==> src/sv/uvst_div.sv <==
// Pipelined restoring divider: floor(dividend * 2^32 / divisor), one bit per stage.
// Valid only for dividend <= divisor. No dependencies.
`default_nettype none
module uvst_div (
	input  wire logic        clk,
	input  wire logic [14:0] dividend,
	input  wire logic [14:0] divisor,
	output logic      [32:0] quotient
);

	localparam int NSTEP = 33;

	logic [15:0] rem_s [NSTEP];
	logic [32:0] quo_s [NSTEP];
	logic        ge0;

	assign ge0 = dividend >= divisor;

	always_ff @(posedge clk) begin
		rem_s[0] <= ge0 ? {1'b0, 15'(dividend - divisor)} : {1'b0, dividend};
		quo_s[0] <= {32'd0, ge0};
	end

	for (genvar j = 1; j < NSTEP; j++) begin : g_step
		logic [16:0] trial;
		logic        ge;
		assign trial = {rem_s[j-1], 1'b0};
		assign ge    = trial >= {2'b00, divisor};
		always_ff @(posedge clk) begin
			rem_s[j] <= ge ? 16'(trial - {2'b00, divisor}) : trial[15:0];
			quo_s[j] <= {quo_s[j-1][31:0], ge};
		end
	end

	assign quotient = quo_s[NSTEP-1];

endmodule
`default_nettype wire

==> config.mk <==
export PLATFORM = sky130hd
export DESIGN_NAME = uvst_div
export DESIGN_NICKNAME = d
export VERILOG_FILES = /design/src/sv/uvst_div.sv
export SDC_FILE = /design/constraint.sdc
export NUM_CORES = 2
export LEC_CHECK = 0
export ABC_AREA = 1
export ABC_CLOCK_PERIOD_IN_PS = 2600
export BUFFER_PORTS_ARGS = -buffer_cell sky130_fd_sc_hd__buf_2
export CORE_MARGIN = 1
export CORE_UTILIZATION = 40
export DETAILED_ROUTE_END_ITERATION = 10
export PLACE_DENSITY = 0.54
export SYNTH_ARGS = -nofsm -noshare
export SYNTH_HDL_FRONTEND = slang
export SYNTH_SLANG_ARGS = --single-unit
==> constraint.sdc <==
create_clock -name clk -period 2.6 [get_ports clk]
set_input_delay 0.13 -clock clk [delete_from_list [all_inputs] [get_ports clk]]
set_output_delay 0.13 -clock clk [all_outputs]
set_load 0.02 [all_outputs]
==> results.md <==
- Post-Synth Simple-Gate Area: between 30% and 40%
- Total Wirelength: approximately 170 mm
- Pre-CTS setup slack: 0.133 ns
- Clock sink count: between 1000 and 1500
- Post-synthesis sequential area ratio: 35.4%
- Leakage Power: approximately 38 nW
- Initial core utilization: 40.4%
- GRT overflow: 0
- Final hold slack: roughly 0.19 ns
- Placed cell area: between 60000 and 70000 sq um
- CTS tree: yes
- RSZ-0062 raised after global routing: no
- Final number of setup-violating endpoints: 0
- Row Count: approximately 140
- Inst Count DP: about 11000
- Outcome: complete, no violations
- #FFs+latches synth: roughly 1100
- Hold Crit Class: in2reg
- Top Ports: 64
- Critical Path AT: about 2.9 ns
- DRC violations left: 0
- First-pass GRT wire length: roughly 270 mm
- Syn Std Cell Area: a little over 60000 sq um
- Cells after Synth: 8984
- Min Tclk post-route: ~2.2 ns
- Mux contribution to synthesized area: 0%
- Fin cells: 11346
- Yosys top cell area share: about 35%
- # fillers: 15562
- Total CTS buffers: roughly 120
- Crit path setup slack, layout: 0.359 ns
- Via count: 53507
- Antenna violations before repair: 2
- Die height: a little under 400 microns
- Post-CTS sizing: 0
- Count leader, synth: nand2_1
- Width of the die: 392 microns
- P per Cell Area: between 1000 and 1500 nW/um^2
- Largest family of logic cells by synthesized area: simple AND/OR/NAND/NOR gates
- Synth top area cells: dfxtp_1 35%, nand2_1 23%, ha_1 10%
- Post-synthesis xor/xnor area fraction: under 10%
- Max-slew violations: 0
- Biggest cell delay along the critical path: ~0.50 ns
- Setup TNS: 0 ns
- Share of cells above drive strength 1: 7.10%
- Critical Path Most Common Cell: nand2_1
- Crit-path max FO: 17
- Global Route Usage Sum: between 20% and 30%
- Max cap viols: 0
- Worst-margin pin slew: around 0.65 ns
- Critical path's slowest cell: nor2_2
- RD Place Congestion: around 0.9
- Max rail drop VDD: about 0.64 mV
- Crit path capture type: flip-flop
- Clock root cell: clkbuf_16
- First DRT Iteration DRCs: about 3100
- Design Area, Final: ~69000 sq um
- Clock Path Buffers: 3
- Hpwl dp: around 130 mm
- Worst-path cell chain: ha_1 > nand2_1 > inv_1 > nand2_1 > nand2_1 > inv_1 > nor2_2 > nor2_2 > nand2_4 > nand3_1 > nand2_1
- Clk Latency, worst-skew pair: about 0.76 ns
- Post-Synth Adder-Cell Area: 11.2%
- Final worst-path cycle share: a little under nine tenths
- Unique masters post-synth: 42
- Final Hold Viols: 0
- Htree depth: 3
- Die ar.: about 150000 sq um
- Post-synth top area cell: dfxtp_1
- Worst Setup Path Type: reg2reg
- YS warnings: 0
- Synthesized area per cell: between 6 and 7 sq um
- Vias in the first global route: around 50000
- Fmax: 446 MHz
- Worst rel slew slack: between 50 and 60%
- Async SR Flop Fraction: 0%
- Compound-gate portion of the synthesized area: between 2 and 3%
- Post-synth top flop: dfxtp_1
- P&R area growth vs syn: 12.9%
- DR pass1 iterations: 7
- Commonest cells post-synth: 3695 x nand2_1, 1442 x inv_1, 1072 x dfxtp_1, 613 x nand3_1, 494 x ha_1
- Reg clk slew, reported paths: 0.06 ns
- Pin count of the biggest net entering global routing: 32
- Data required time of the critical path: approximately 3.2 ns
- Wire length per cell: 14.9 microns
- Vias per cell: 4.72
- Post-DRT Antenna Nets: 0
- Nets: between 9000 and 10000
- Std-Cell Core Area: ~150000 sq um
- Clock skew: approximately 0.029 ns
- Syn nets: 9541
- Port-buffer cells: 63
- Post-synth EDFFs: 0
- Critical path launch point type: flip-flop
[registers in the layout (all words and copies together) (netlist names)]
signal / count
rem_s: 511
quo_s: 561
[layer usage]
metal	up-vias	track usage, %	part of all wire, %
met5	-	0	0
met4	0	7.84	3.3
met3	294	2.28	4.0
met2	1065	37.7	46
met1	23988	28.3	46
li1	28160	-	-
[where the power goes]
group	switching, mW	leakage, nW	internal [mW]
sequential	3.98	8.99	24.0
combinational	31.4	27.1	17.6
clock	7.14	1.98	10.2
total	42.5	38.1	51.8
[per-stage QoR]
step	total power, mW	util [%]
final	94.3	45.6
after global routing	104	45.6
after CTS	95.1	45.6
after detailed placement	77.0	42.8
after global placement	76.7	42.8
after floorplan	64.5	-
[worst max-delay path: cells and delay by family, from the launching register on]
kind	cells	cell delay, ns
buffers and inverters	2	0.12
and+or+nand+nor	8	1.25
adders and majority gates	1	0.34
DFF	1	0.40
[placed cells by master, fill, tap and decap left out, types with 12 or more instances in the layout]
master / Yosys / final
xor2_1: 151 / 151
dfxtp_1: 1072 / 1072
nand2_4: 32 / 32
buf_2: 22 / 61
buf_4: 31 / 108
nand3_1: 613 / 613
inv_1: 1442 / 1428
inv_2: 27 / 28
clkbuf_1: 1 / 13
o21ai_1: 12 / 12
nand2_2: 48 / 48
nor2_1: 386 / 386
xnor2_1: 70 / 70
nor2b_1: 27 / 27
a21oi_1: 236 / 236
buf_12: 0 / 33
clkinv_2: 0 / 34
ha_1: 494 / 494
or2_1: 18 / 18
a21oi_2: 19 / 19
clkinvlp_4: 0 / 13
nand2_1: 3695 / 3695
nand3b_1: 122 / 122
fa_1: 32 / 32
dlygate4sd3_1: 0 / 17
or2_2: 21 / 21
clkbuf_16: 0 / 118
bufinv_16: 0 / 14
and2_1: 35 / 35
nand3_2: 36 / 36
clkbuf_8: 0 / 16
nor3_1: 83 / 83
o21ai_0: 33 / 33
nand4_1: 117 / 117
nor2_2: 41 / 41
[repair_timing]
| item | 4_1_cts | 5_1_grt |
|---|---|---|
| hold endpoints to repair | 16 | 0 |
| hold buffers | 17 | 0 |
| setup buffers | 0 | 0 |
[worst paths after layout]
check,start,to,slack (ns),cells past startpoint
min reg2reg,quo_s[9][51]$_DFF_P_,quo_s[10][19]$_DFF_P_,0.32,0
max,rem_s[0][315]$_DFF_P_,rem_s[0][330]$_DFF_P_,0.36,11
min,divisor[14],rem_s[0][238]$_DFF_P_,0.19,7
max reg2reg,rem_s[0][315]$_DFF_P_,rem_s[0][330]$_DFF_P_,0.36,11
[kinds of logic after synthesis]
family / after synthesis
DFF: 1072
buffers and inverters: 1560
xor gates and xnor gates: 221
adders and majority gates: 526
and+or+nand+nor: 5291
AOI/OAI and AO/OA: 314
[cell type report]
cell class,count,area [sq um],share of cell area [%]
clock buffer,147,3220,4.70
tap,2016,2520,3.68
sequential,1072,21500,31.3
multi-input combinational,6352,33000,48.1
clock inverter,69,866,1.26
inverter,1470,5540,8.09
timing repair buffer,219,1950,2.84
antenna,1,2.50,0.00365
No activity file was read; power rests on OpenSTA's default activity.
